## config.mk

```make
export PLATFORM = sky130hd
export DESIGN_NAME = sixstep_speed_trim_loop
export DESIGN_NICKNAME = d
export VERILOG_FILES = /design/src/sv/sstl_pkg.sv /design/src/sv/sixstep_speed_trim_loop.sv /design/src/sv/sstl_step_div.sv /design/src/sv/sstl_accum.sv /design/src/sv/sstl_avg_div.sv /design/src/sv/sstl_trim.sv
export SDC_FILE = /design/constraint.sdc
export NUM_CORES = 2
export LEC_CHECK = 0
export ABC_AREA = 1
export BUFFER_PORTS_ARGS = -buffer_cell sky130_fd_sc_hd__clkbuf_2
export CORE_MARGIN = 5
export CORE_UTILIZATION = 50
export CTS_CLUSTER_SIZE = 12
export DETAILED_ROUTE_END_ITERATION = 8
export PLACE_DENSITY = 0.76
export SLEW_MARGIN = 10
export SYNTH_ARGS = -nofsm -noshare
export SYNTH_HDL_FRONTEND = slang
export SYNTH_HIERARCHICAL = 1
export SYNTH_SLANG_ARGS = --single-unit
```

## constraint.sdc

```tcl
create_clock -name i_clk -period 8.2 [get_ports i_clk]
set_input_delay 1.64 -clock i_clk [delete_from_list [all_inputs] [get_ports i_clk]]
set_output_delay 1.64 -clock i_clk [all_outputs]
set_load 0.01 [all_outputs]
```

## src/sv/sstl_pkg.sv

```systemverilog
// shared types, constants and lookup functions of the six-step speed trim loop
package sstl_pkg;

    // field widths
    localparam int TICKS_W  = 32;
    localparam int TICKS8_W = TICKS_W - 3;
    localparam int BEMF_W   = 12;
    localparam int LEVEL_W  = 3;
    localparam int STEP_W   = 27;
    localparam int ERR_W    = 28;
    localparam int SUM_W    = 31;
    localparam int DUTY_W   = 5;
    localparam int THR_W    = 7;
    localparam int ADJ_W    = 5;
    localparam int REF_W    = 10;
    localparam int TOL_W    = 7;

    // divide by six as an exact reciprocal multiply on ticks / 8
    localparam int STEP_DIV_K  = 32;
    localparam int STEP_DIV_W  = 30;
    localparam int STEP_PROD_W = TICKS8_W + STEP_DIV_W;
    localparam logic [STEP_DIV_W-1:0] STEP_DIV_M = 30'd715827883;

    // trim limits
    localparam logic [DUTY_W-1:0] DUTY_MIN  = 5'd3;
    localparam logic [DUTY_W-1:0] DUTY_MAX  = 5'd20;
    localparam logic [THR_W-1:0]  THR_MIN   = 7'd5;
    localparam logic [THR_W-1:0]  THR_MAX   = 7'd100;
    localparam logic [ADJ_W-1:0]  ADJ_LIMIT = 5'd30;

    // speed level codes
    localparam logic [LEVEL_W-1:0] LEVEL_STOP = 3'd0;
    localparam logic [LEVEL_W-1:0] LEVEL_1000 = 3'd1;
    localparam logic [LEVEL_W-1:0] LEVEL_800  = 3'd2;
    localparam logic [LEVEL_W-1:0] LEVEL_500  = 3'd3;
    localparam logic [LEVEL_W-1:0] LEVEL_250  = 3'd4;

    // operating mode seen by the stages
    typedef struct packed {
        logic             stopped;
        logic             clear;
        logic [REF_W-1:0] ref_us;
        logic [TOL_W-1:0] tol_us;
    } t_mode;

    // item after the step time divide
    typedef struct packed {
        logic [STEP_W-1:0] step_us;
        logic              bemf_zero;
    } t_step;

    // item after accumulation
    typedef struct packed {
        logic [SUM_W-1:0]  sum_total;
        logic [STEP_W-1:0] step_us;
        logic              eval;
        logic              bemf_zero;
    } t_acc;

    // item after the average divide
    typedef struct packed {
        logic [STEP_W-1:0] avg_us;
        logic [STEP_W-1:0] step_us;
        logic              eval;
        logic              bemf_zero;
    } t_avg;

    // level is stopped or unknown
    function automatic logic level_stopped(input logic [LEVEL_W-1:0] level);
        logic res;
        unique case (level)
            LEVEL_1000, LEVEL_800, LEVEL_500, LEVEL_250: res = 1'b0;
            default: res = 1'b1;
        endcase
        return res;
    endfunction

    // reference step time per level
    function automatic logic [REF_W-1:0] level_ref_us(input logic [LEVEL_W-1:0] level);
        logic [REF_W-1:0] res;
        unique case (level)
            LEVEL_1000: res = 10'd1000;
            LEVEL_800:  res = 10'd800;
            LEVEL_500:  res = 10'd500;
            LEVEL_250:  res = 10'd250;
            default:    res = '0;
        endcase
        return res;
    endfunction

    // tolerance band per level
    function automatic logic [TOL_W-1:0] level_tol_us(input logic [LEVEL_W-1:0] level);
        logic [TOL_W-1:0] res;
        unique case (level)
            LEVEL_1000: res = 7'd100;
            LEVEL_800:  res = 7'd50;
            LEVEL_500:  res = 7'd50;
            LEVEL_250:  res = 7'd50;
            default:    res = '0;
        endcase
        return res;
    endfunction

endpackage

```

## src/sv/sixstep_speed_trim_loop.sv

```systemverilog
// Six-step speed trim loop top level. One item per electrical cycle goes through five
// register stages (input, divide by 48, window accumulate, average divide, trim and
// result), and a new item can be accepted every cycle; under backpressure each stage
// holds its item while the stages behind it fill up, so at most five items are in
// flight. Writing speed level 0 or an unknown level clears all trim state at the
// write; the configuration port is always ready, a new level applies to items
// processed from the next cycle on, and the level must be written only while no item
// is in flight; the block itself does not enforce this.
module sixstep_speed_trim_loop #(
    parameter int EVAL_CYCLES = 10,
    parameter int SYNC_CYCLES = 50
) (
    input  logic                                i_clk,
    input  logic                                i_rst_n,
    input  logic                                i_cfg_valid,
    output logic                                o_cfg_ready,
    input  logic [sstl_pkg::LEVEL_W-1:0]        i_cfg_speed_level,
    input  logic                                i_in_valid,
    output logic                                o_in_ready,
    input  logic [sstl_pkg::TICKS_W-1:0]        i_cycle_ticks,
    input  logic [sstl_pkg::BEMF_W-1:0]         i_bemf_value,
    output logic                                o_out_valid,
    input  logic                                i_out_ready,
    output logic [sstl_pkg::DUTY_W-1:0]         o_pwm_duty,
    output logic [sstl_pkg::THR_W-1:0]          o_bemf_threshold,
    output logic [sstl_pkg::STEP_W-1:0]         o_step_time_us,
    output logic [sstl_pkg::STEP_W-1:0]         o_avg_step_us,
    output logic signed [sstl_pkg::ERR_W-1:0]   o_step_error,
    output logic                                o_evaluated
);

    logic [sstl_pkg::LEVEL_W-1:0]  r_speed_level;
    sstl_pkg::t_mode               mode;
    logic                          step_valid;
    logic                          step_ready;
    sstl_pkg::t_step               step_data;
    logic                          acc_valid;
    logic                          acc_ready;
    sstl_pkg::t_acc                acc_data;
    logic                          avg_valid;
    logic                          avg_ready;
    sstl_pkg::t_avg                avg_data;

    // speed level register
    assign o_cfg_ready = 1'b1;

    always_ff @(posedge i_clk) begin
        if (!i_rst_n) begin
            r_speed_level <= sstl_pkg::LEVEL_STOP;
        end else if (i_cfg_valid) begin
            r_speed_level <= i_cfg_speed_level;
        end
    end

    // mode decode
    always_comb begin
        mode.stopped = sstl_pkg::level_stopped(r_speed_level);
        mode.clear   = i_cfg_valid && sstl_pkg::level_stopped(i_cfg_speed_level);
        mode.ref_us  = sstl_pkg::level_ref_us(r_speed_level);
        mode.tol_us  = sstl_pkg::level_tol_us(r_speed_level);
    end

    // pipeline
    sstl_step_div u_step_div (
        .i_clk         (i_clk),
        .i_rst_n       (i_rst_n),
        .i_valid       (i_in_valid),
        .o_ready       (o_in_ready),
        .i_cycle_ticks (i_cycle_ticks),
        .i_bemf_value  (i_bemf_value),
        .o_valid       (step_valid),
        .i_ready       (step_ready),
        .o_data        (step_data)
    );

    sstl_accum #(
        .EVAL_CYCLES (EVAL_CYCLES)
    ) u_accum (
        .i_clk   (i_clk),
        .i_rst_n (i_rst_n),
        .i_mode  (mode),
        .i_valid (step_valid),
        .o_ready (step_ready),
        .i_data  (step_data),
        .o_valid (acc_valid),
        .i_ready (acc_ready),
        .o_data  (acc_data)
    );

    sstl_avg_div #(
        .EVAL_CYCLES (EVAL_CYCLES)
    ) u_avg_div (
        .i_clk   (i_clk),
        .i_rst_n (i_rst_n),
        .i_valid (acc_valid),
        .o_ready (acc_ready),
        .i_data  (acc_data),
        .o_valid (avg_valid),
        .i_ready (avg_ready),
        .o_data  (avg_data)
    );

    sstl_trim #(
        .SYNC_CYCLES (SYNC_CYCLES)
    ) u_trim (
        .i_clk            (i_clk),
        .i_rst_n          (i_rst_n),
        .i_mode           (mode),
        .i_valid          (avg_valid),
        .o_ready          (avg_ready),
        .i_data           (avg_data),
        .o_valid          (o_out_valid),
        .i_ready          (i_out_ready),
        .o_pwm_duty       (o_pwm_duty),
        .o_bemf_threshold (o_bemf_threshold),
        .o_step_time_us   (o_step_time_us),
        .o_avg_step_us    (o_avg_step_us),
        .o_step_error     (o_step_error),
        .o_evaluated      (o_evaluated)
    );

endmodule

```

## src/sv/sstl_step_div.sv

```systemverilog
// input register and cycle ticks to mean step time divide
module sstl_step_div (
    input  logic                          i_clk,
    input  logic                          i_rst_n,
    input  logic                          i_valid,
    output logic                          o_ready,
    input  logic [sstl_pkg::TICKS_W-1:0]  i_cycle_ticks,
    input  logic [sstl_pkg::BEMF_W-1:0]   i_bemf_value,
    output logic                          o_valid,
    input  logic                          i_ready,
    output sstl_pkg::t_step               o_data
);

    logic                              r_in_valid;
    logic [sstl_pkg::TICKS8_W-1:0]     r_ticks8;
    logic                              r_bemf_zero;
    logic                              r_out_valid;
    sstl_pkg::t_step                   r_step;
    logic                              out_ready;
    logic [sstl_pkg::STEP_PROD_W-1:0]  prod;
    sstl_pkg::t_step                   n_step;

    // stage readiness
    assign out_ready = !r_out_valid || i_ready;
    assign o_ready   = !r_in_valid || out_ready;

    // input register valid
    always_ff @(posedge i_clk) begin
        if (!i_rst_n) begin
            r_in_valid <= 1'b0;
        end else if (o_ready) begin
            r_in_valid <= i_valid;
        end
    end

    // input register payload, ticks already divided by 8
    always_ff @(posedge i_clk) begin
        if (o_ready && i_valid) begin
            r_ticks8    <= i_cycle_ticks[sstl_pkg::TICKS_W-1:3];
            r_bemf_zero <= (i_bemf_value == '0);
        end
    end

    // divide by 6 through the reciprocal, exact over the whole tick range
    always_comb begin
        prod = sstl_pkg::STEP_PROD_W'(r_ticks8)
             * sstl_pkg::STEP_PROD_W'(sstl_pkg::STEP_DIV_M);
        n_step.step_us   = prod[sstl_pkg::STEP_DIV_K +: sstl_pkg::STEP_W];
        n_step.bemf_zero = r_bemf_zero;
    end

    // step time register
    always_ff @(posedge i_clk) begin
        if (!i_rst_n) begin
            r_out_valid <= 1'b0;
        end else if (out_ready) begin
            r_out_valid <= r_in_valid;
        end
    end

    always_ff @(posedge i_clk) begin
        if (out_ready && r_in_valid) begin
            r_step <= n_step;
        end
    end

    assign o_valid = r_out_valid;
    assign o_data  = r_step;

endmodule

```

## src/sv/sstl_accum.sv

```systemverilog
// cycle counter and step time accumulator for the evaluation window
module sstl_accum #(
    parameter int EVAL_CYCLES = 10
) (
    input  logic              i_clk,
    input  logic              i_rst_n,
    input  sstl_pkg::t_mode   i_mode,
    input  logic              i_valid,
    output logic              o_ready,
    input  sstl_pkg::t_step   i_data,
    output logic              o_valid,
    input  logic              i_ready,
    output sstl_pkg::t_acc    o_data
);

    localparam int CNT_W = (EVAL_CYCLES > 1) ? $clog2(EVAL_CYCLES) : 1;
    localparam logic [CNT_W-1:0] CNT_LAST = CNT_W'(EVAL_CYCLES - 1);

    logic [CNT_W-1:0]              r_count;
    logic [sstl_pkg::SUM_W-1:0]    r_sum;
    logic                          r_valid;
    sstl_pkg::t_acc                r_data;
    logic [CNT_W-1:0]              n_count;
    logic [sstl_pkg::SUM_W-1:0]    n_sum;
    sstl_pkg::t_acc                n_data;
    logic                          take;

    assign o_ready = !r_valid || i_ready;
    assign take    = i_valid && o_ready;

    // window accumulation, cleared when the window closes or the level stops
    always_comb begin
        n_data.sum_total = r_sum + sstl_pkg::SUM_W'(i_data.step_us);
        n_data.step_us   = i_data.step_us;
        n_data.eval      = (r_count == CNT_LAST);
        n_data.bemf_zero = i_data.bemf_zero;
        n_count          = r_count + CNT_W'(1);
        n_sum            = n_data.sum_total;
        if (i_mode.stopped) begin
            n_data.sum_total = '0;
            n_data.step_us   = '0;
            n_data.eval      = 1'b0;
            n_count          = '0;
            n_sum            = '0;
        end else if (n_data.eval) begin
            n_count = '0;
            n_sum   = '0;
        end
    end

    // window state
    always_ff @(posedge i_clk) begin
        if (!i_rst_n || i_mode.clear) begin
            r_count <= '0;
            r_sum   <= '0;
        end else if (take) begin
            r_count <= n_count;
            r_sum   <= n_sum;
        end
    end

    // stage register
    always_ff @(posedge i_clk) begin
        if (!i_rst_n) begin
            r_valid <= 1'b0;
        end else if (o_ready) begin
            r_valid <= i_valid;
        end
    end

    always_ff @(posedge i_clk) begin
        if (take) begin
            r_data <= n_data;
        end
    end

    assign o_valid = r_valid;
    assign o_data  = r_data;

endmodule

```

## src/sv/sstl_avg_div.sv

```systemverilog
// window sum to average step time, exact reciprocal multiply by 1 / EVAL_CYCLES
module sstl_avg_div #(
    parameter int EVAL_CYCLES = 10
) (
    input  logic              i_clk,
    input  logic              i_rst_n,
    input  logic              i_valid,
    output logic              o_ready,
    input  sstl_pkg::t_acc    i_data,
    output logic              o_valid,
    input  logic              i_ready,
    output sstl_pkg::t_avg    o_data
);

    localparam int DIV_L   = $clog2(EVAL_CYCLES);
    localparam int DIV_K   = sstl_pkg::SUM_W + DIV_L;
    localparam int DIV_M_W = 33;
    localparam int PROD_W  = sstl_pkg::SUM_W + DIV_M_W;
    localparam logic [DIV_M_W-1:0] DIV_M =
        DIV_M_W'(((64'd1 << DIV_K) + 64'(EVAL_CYCLES) - 64'd1) / 64'(EVAL_CYCLES));

    logic                 r_valid;
    sstl_pkg::t_avg       r_data;
    logic [PROD_W-1:0]    prod;
    sstl_pkg::t_avg       n_data;

    assign o_ready = !r_valid || i_ready;

    // quotient is exact for any sum below 2^31
    always_comb begin
        prod             = PROD_W'(i_data.sum_total) * PROD_W'(DIV_M);
        n_data.avg_us    = prod[DIV_K +: sstl_pkg::STEP_W];
        n_data.step_us   = i_data.step_us;
        n_data.eval      = i_data.eval;
        n_data.bemf_zero = i_data.bemf_zero;
    end

    // stage register
    always_ff @(posedge i_clk) begin
        if (!i_rst_n) begin
            r_valid <= 1'b0;
        end else if (o_ready) begin
            r_valid <= i_valid;
        end
    end

    always_ff @(posedge i_clk) begin
        if (o_ready && i_valid) begin
            r_data <= n_data;
        end
    end

    assign o_valid = r_valid;
    assign o_data  = r_data;

endmodule

```

## src/sv/sstl_trim.sv

```systemverilog
// evaluation, threshold and duty trim state, result register
module sstl_trim #(
    parameter int SYNC_CYCLES = 50
) (
    input  logic                                i_clk,
    input  logic                                i_rst_n,
    input  sstl_pkg::t_mode                     i_mode,
    input  logic                                i_valid,
    output logic                                o_ready,
    input  sstl_pkg::t_avg                      i_data,
    output logic                                o_valid,
    input  logic                                i_ready,
    output logic [sstl_pkg::DUTY_W-1:0]         o_pwm_duty,
    output logic [sstl_pkg::THR_W-1:0]          o_bemf_threshold,
    output logic [sstl_pkg::STEP_W-1:0]         o_step_time_us,
    output logic [sstl_pkg::STEP_W-1:0]         o_avg_step_us,
    output logic signed [sstl_pkg::ERR_W-1:0]   o_step_error,
    output logic                                o_evaluated
);

    localparam int SYNC_W = $clog2(SYNC_CYCLES + 2);
    localparam logic [SYNC_W-1:0] SYNC_LAST = SYNC_W'(SYNC_CYCLES);

    logic                                r_valid;
    logic [SYNC_W-1:0]                   r_sync;
    logic [sstl_pkg::ADJ_W-1:0]          r_adj;
    logic [sstl_pkg::THR_W-1:0]          r_thr;
    logic [sstl_pkg::DUTY_W-1:0]         r_duty;
    logic [sstl_pkg::STEP_W-1:0]         r_last_avg;
    logic signed [sstl_pkg::ERR_W-1:0]   r_last_err;
    logic [sstl_pkg::STEP_W-1:0]         r_step_us;
    logic                                r_eval;
    logic [SYNC_W-1:0]                   n_sync;
    logic [sstl_pkg::ADJ_W-1:0]          n_adj;
    logic [sstl_pkg::THR_W-1:0]          n_thr;
    logic [sstl_pkg::DUTY_W-1:0]         n_duty;
    logic [sstl_pkg::STEP_W-1:0]         n_last_avg;
    logic signed [sstl_pkg::ERR_W-1:0]   n_last_err;
    logic signed [sstl_pkg::ERR_W-1:0]   err;
    logic [sstl_pkg::STEP_W-1:0]         band_hi;
    logic [sstl_pkg::STEP_W-1:0]         band_lo;
    logic                                slow;
    logic                                fast;
    logic                                take;

    assign o_ready = !r_valid || i_ready;
    assign take    = i_valid && o_ready;

    // error against the reference and tolerance band
    always_comb begin
        err = signed'(sstl_pkg::ERR_W'(i_data.avg_us))
            - signed'(sstl_pkg::ERR_W'(i_mode.ref_us));
        band_hi = sstl_pkg::STEP_W'(i_mode.ref_us) + sstl_pkg::STEP_W'(i_mode.tol_us);
        band_lo = sstl_pkg::STEP_W'(i_mode.ref_us) - sstl_pkg::STEP_W'(i_mode.tol_us);
        slow    = (i_data.avg_us > band_hi);
        fast    = (i_data.avg_us < band_lo);
    end

    // trim update for one item
    always_comb begin
        n_sync     = r_sync;
        n_adj      = r_adj;
        n_thr      = r_thr;
        n_duty     = r_duty;
        n_last_avg = r_last_avg;
        n_last_err = r_last_err;
        if (i_mode.stopped) begin
            n_sync     = '0;
            n_adj      = '0;
            n_thr      = '0;
            n_duty     = sstl_pkg::DUTY_MIN;
            n_last_avg = '0;
            n_last_err = '0;
        end else begin
            if (i_data.eval) begin
                n_last_avg = i_data.avg_us;
                n_last_err = err;
                if (r_sync <= SYNC_LAST) begin
                    // still syncing
                    n_sync = r_sync + SYNC_W'(1);
                    n_adj  = '0;
                end else if (r_adj <= sstl_pkg::ADJ_LIMIT) begin
                    // threshold nudge phase
                    if (slow) begin
                        if (r_thr < sstl_pkg::THR_MAX) begin
                            n_thr = r_thr + sstl_pkg::THR_W'(1);
                        end
                        n_adj = r_adj + sstl_pkg::ADJ_W'(1);
                    end else if (fast) begin
                        if (r_thr > sstl_pkg::THR_MIN) begin
                            n_thr = r_thr - sstl_pkg::THR_W'(1);
                        end
                        n_adj = r_adj + sstl_pkg::ADJ_W'(1);
                    end else begin
                        n_adj = '0;
                    end
                end else begin
                    // duty step phase, restarts sync when the duty steps
                    if (slow) begin
                        n_duty = r_duty + sstl_pkg::DUTY_W'(1);
                        n_sync = '0;
                    end else if (fast) begin
                        n_duty = r_duty - sstl_pkg::DUTY_W'(1);
                        n_sync = '0;
                    end
                    n_adj = '0;
                end
            end
            // duty clip
            if (n_duty > sstl_pkg::DUTY_MAX) begin
                n_duty = sstl_pkg::DUTY_MAX;
            end else if (n_duty < sstl_pkg::DUTY_MIN) begin
                n_duty = sstl_pkg::DUTY_MIN;
            end
            // no back-emf seen
            if (i_data.bemf_zero) begin
                n_duty = sstl_pkg::DUTY_MIN;
                n_thr  = '0;
                n_sync = '0;
            end
        end
    end

    // trim state
    always_ff @(posedge i_clk) begin
        if (!i_rst_n || i_mode.clear) begin
            r_sync     <= '0;
            r_adj      <= '0;
            r_thr      <= '0;
            r_duty     <= sstl_pkg::DUTY_MIN;
            r_last_avg <= '0;
            r_last_err <= '0;
        end else if (take) begin
            r_sync     <= n_sync;
            r_adj      <= n_adj;
            r_thr      <= n_thr;
            r_duty     <= n_duty;
            r_last_avg <= n_last_avg;
            r_last_err <= n_last_err;
        end
    end

    // result register
    always_ff @(posedge i_clk) begin
        if (!i_rst_n) begin
            r_valid <= 1'b0;
        end else if (o_ready) begin
            r_valid <= i_valid;
        end
    end

    always_ff @(posedge i_clk) begin
        if (take) begin
            r_step_us <= i_data.step_us;
            r_eval    <= i_data.eval;
        end
    end

    assign o_valid          = r_valid;
    assign o_pwm_duty       = r_duty;
    assign o_bemf_threshold = r_thr;
    assign o_step_time_us   = r_step_us;
    assign o_avg_step_us    = r_last_avg;
    assign o_step_error     = r_last_err;
    assign o_evaluated      = r_eval;

    // duty stays inside its clip range
    a_duty_range: assert property (@(posedge i_clk) disable iff (!i_rst_n)
        r_duty >= sstl_pkg::DUTY_MIN && r_duty <= sstl_pkg::DUTY_MAX)
        else $error("duty out of range");

    // threshold never passes its ceiling
    a_thr_range: assert property (@(posedge i_clk) disable iff (!i_rst_n)
        r_thr <= sstl_pkg::THR_MAX)
        else $error("threshold out of range");

    // missing back-emf drops duty, threshold and sync
    a_bemf_drop: assert property (@(posedge i_clk) disable iff (!i_rst_n)
        take && !i_mode.stopped && !i_mode.clear && i_data.bemf_zero
        |=> r_duty == sstl_pkg::DUTY_MIN && r_thr == '0 && r_sync == '0)
        else $error("back-emf loss not applied");

    // an item taken while stopped leaves the initial state
    a_stop_state: assert property (@(posedge i_clk) disable iff (!i_rst_n)
        take && i_mode.stopped
        |=> r_duty == sstl_pkg::DUTY_MIN && r_thr == '0 && r_adj == '0
            && r_last_avg == '0 && !r_eval)
        else $error("stopped item changed state");

endmodule
```

==> flow_metrics.py <==
metrics = {
    "hold_path": {
        "min_path_type": "register to register",
        "hp-start": "u_avg_div/o_data[24]$_DFFE_PP_",
    },
    "cts": {
        "post_cts_buffers": 0,
        "hold_buffers": 0,
        "root_buffer": "clkbuf_16",
        "path_clk_slew_ns": 0.06,
        "cts_tree": "done",
        "cts-resized-gates": 0,
        "clk_latency_ns": 0.58,
        "clock-sinks": 323,
        "htreeDepth": 2,
        "cts_buffer_depth": 3,
        "cts_buffers": 37,
    },
    "grt": {
        "grt_usage_pct": 24.8,
        "grt_max_degree": 64,
        "grt_pass1_vias": 35200,
        "grt_pass1_wl_mm": 186,
        "antenna_found_initial": 0,
        "grt_remaining_overflow": 0,
    },
    "critical_path": {
        "critPathLaunch": "u_step_div/r_ticks8[7]$_DFFE_PP_",
        "crit_chain": "ha_1 > inv_1 > fa_1 > inv_1 > fa_1 > fa_1 > ha_1 > xnor2_1 > fa_1 > inv_1 > fa_1 > inv_1 > fa_1 > ha_1 > nand2_1 > nor2_2 > inv_1 > nor3_2 > and2_1 > nand2_1 > nand3_1 > nand2_1",
        "path_common_cell": "fa_1",
        "slowest_delay_ns": 0.66,
        "path_max_fanout": 5,
        "required_ns": 8.48,
        "critical-path-top-delay-family": "adder cells",
        "crit_type": "register to register",
        "startpoint_type": "register",
        "path_buf_inv": 5,
        "cp_data_arrival_time_ns": 7.42,
        "r2r_start": "u_step_div/r_ticks8[7]$_DFFE_PP_",
        "end_kind": "register",
        "slowest_stage": "fa_1",
    },
    "die": {
        "initial_core_util_pct": 50.6,
        "io-pin-count": 150,
        "die_area_sq_mm": 0.0924,
        "core-area_sq_mm": 0.0854,
        "die_w_um": 304,
        "rows": 107,
        "die_y_um": 304,
    },
    "layout": {
        "antennaDiodeCount": 0,
        "area_growth_pct": 7.64,
        "fillers": 8011,
        "num-nets-final": 6780,
        "drive_gt1_share_pct": 7.09,
    },
    "route": {
        "viasPerCell": 5.12,
        "totalWireLength_mm": 116,
        "first_pass_iters": 6,
        "drtAntennaViolNets": 0,
        "drt_iter0_drc": 2239,
        "wire_per_inst_um": 17.1,
        "vias": 34700,
        "drc_errors": 0,
    },
    "synthesis": {
        "yosys-top-cells-area": "fa_1, ha_1, edfxtp_1, nand2_1, inv_1",
        "synthCells": 5455,
        "syn_area_sq_mm": 0.0432,
        "synth_enable_flop_cells": 202,
        "yosys_warnings": 6,
        "yosys-top-cells-count": "nand2_1, inv_1, ha_1, fa_1, nor2_1",
        "ys_types": 60,
        "async_flop_share_pct": 0,
        "netlist.area_leader.share_pct": 19.9,
        "ys_ff_latch": 323,
        "synth_top_area_cell": "fa_1",
        "syn_area_per_cell_sq_um": 7.92,
        "seq_area_frac_synth_pct": 19.6,
        "synth.most_common_cell": "nand2_1",
        "ys.flop_type": "edfxtp_1",
    },
    "sta": {
        "rsz0062_at_grt": "no",
        "timing.final.crit_period_ns": 7.14,
        "finClkSkew_ns": 0.0270,
        "slew_viol_final": 0,
        "hold_viol": 0,
        "slew_headroom_pct": 29.2,
        "fin_tns_setup_ns": 0,
        "timing.fmax_ghz": 0.140,
        "tightest_slew_ns": 1.06,
        "finalCritPeriodShare_pct": 87.1,
        "setup_violations": 0,
    },
    "run_status": {
        "status": "complete, no violations",
    },
    "flow_run": {
        "maxCapViolCount": 0,
    },
    "placed_design": {
        "place_congestion": 1.01,
        "portBuffers": 145,
        "dp_hpwl_mm": 100,
    },
}
cell type report:
cell class	instances	area, sq um	area share, %
multi-input cells	3798	29700	63.9
flip-flops and latches	323	8490	18.3
inverters	1295	4860	10.5
well taps	1144	1430	3.08
clock buffers	56	1120	2.41
repair buffers	156	808	1.74
clock inverters	12	93.8	0.202
per-stage QoR:
stage	cell area [sq um]	std cells	util [%]	setup WS [ns]	hold WS (ns)
finish	46500	6784	54.4	1.06	0.415
global placement	45300	6716	53.0	1.12	0.402
CTS	46500	6784	54.4	1.06	0.415
floorplan	43200	5461	-	1.91	0.400
global route	46500	6784	54.4	0.649	0.410
detailed placement	45300	6716	53.0	1.08	0.405
cells by family after synthesis:
family	Yosys count	share of synthesized area, %
fa+ha+maj	1117	39.8
compound gates	463	5.91
flops	323	19.6
simple gates	2109	20.8
xor+xnor	101	2.06
other cells	2	0.0174
buf+inv	1340	11.7
worst paths after layout:
check	to	slack, ns	depth (start not counted)
worst max-delay path	u_step_div/o_data[26]$_DFFE_PP_	1.06	22
worst min-delay path	u_trim/o_step_time_us[22]$_DFFE_PP_	0.41	0
worst max register to register	u_step_div/o_data[26]$_DFFE_PP_	1.06	22
worst min register to register	u_trim/o_step_time_us[22]$_DFFE_PP_	0.41	0
flip-flops by register name, indices dropped and copies added (netlist names), 3 cells and up:
register and cells:
u_trim/o_step_time_us 27, u_trim/o_avg_step_us 27, u_trim/o_bemf_threshold 7, u_trim/r_adj 5, u_avg_div/o_data 56, u_accum/r_sum 31, r_speed_level 3, u_trim/o_pwm_duty 5
u_accum/r_count 4, u_step_div/o_data 28, u_step_div/r_ticks8 29, u_trim/r_sync 6, u_accum/o_data 60, u_trim/o_step_error 28
routing by layer:
metal | vias to the layer above | track usage, % | wire (um)
li1 | 17200 | - | -
met1 | 16400 | 30.9 | 47800
met2 | 890 | 44.2 | 57800
met3 | 216 | 3.09 | 5530
met4 | 0 | 9.24 | 4810
met5 | - | 0 | 0
cells in the final DEF (no fill, tap or decap), types with 5 or more instances in the layout:
cell / n
clkbuf_8: 8
nand3b_1: 6
nor2_4: 14
edfxtp_1: 202
nor3_2: 22
or2_2: 5
nand2_2: 44
nor2_2: 39
clkinv_2: 6
clkinv_1: 5
fa_1: 430
o21ai_1: 12
nand4_1: 47
and2_1: 6
o21bai_1: 34
clkbuf_1: 9
nor2_1: 358
inv_2: 32
and3_1: 6
a21o_1: 27
nand2_1: 1311
xor2_1: 59
nor4_1: 11
a21oi_1: 287
clkbuf_16: 39
buf_4: 11
dfxtp_1: 121
clkbuf_2: 145
xnor2_1: 41
conb_1: 8
o21ai_0: 73
nand3_2: 8
ha_1: 687
nand3_1: 190
inv_1: 1258
nor3_1: 29
worst reg2reg max path, cell delays in order (launching register included):
cell,delay (ns)
edfxtp_1,0.49
ha_1,0.34
inv_1,0.11
fa_1,0.42
inv_1,0.30
fa_1,0.66
fa_1,0.60
ha_1,0.37
xnor2_1,0.20
fa_1,0.58
inv_1,0.06
fa_1,0.54
inv_1,0.05
fa_1,0.45
ha_1,0.35
nand2_1,0.19
nor2_2,0.25
inv_1,0.10
nor3_2,0.21
and2_1,0.15
nand2_1,0.17
nand3_1,0.14
nand2_1,0.13
Power is not shown: default switching activity piles up to over one toggle a cycle in this logic, so the estimate is an artifact.
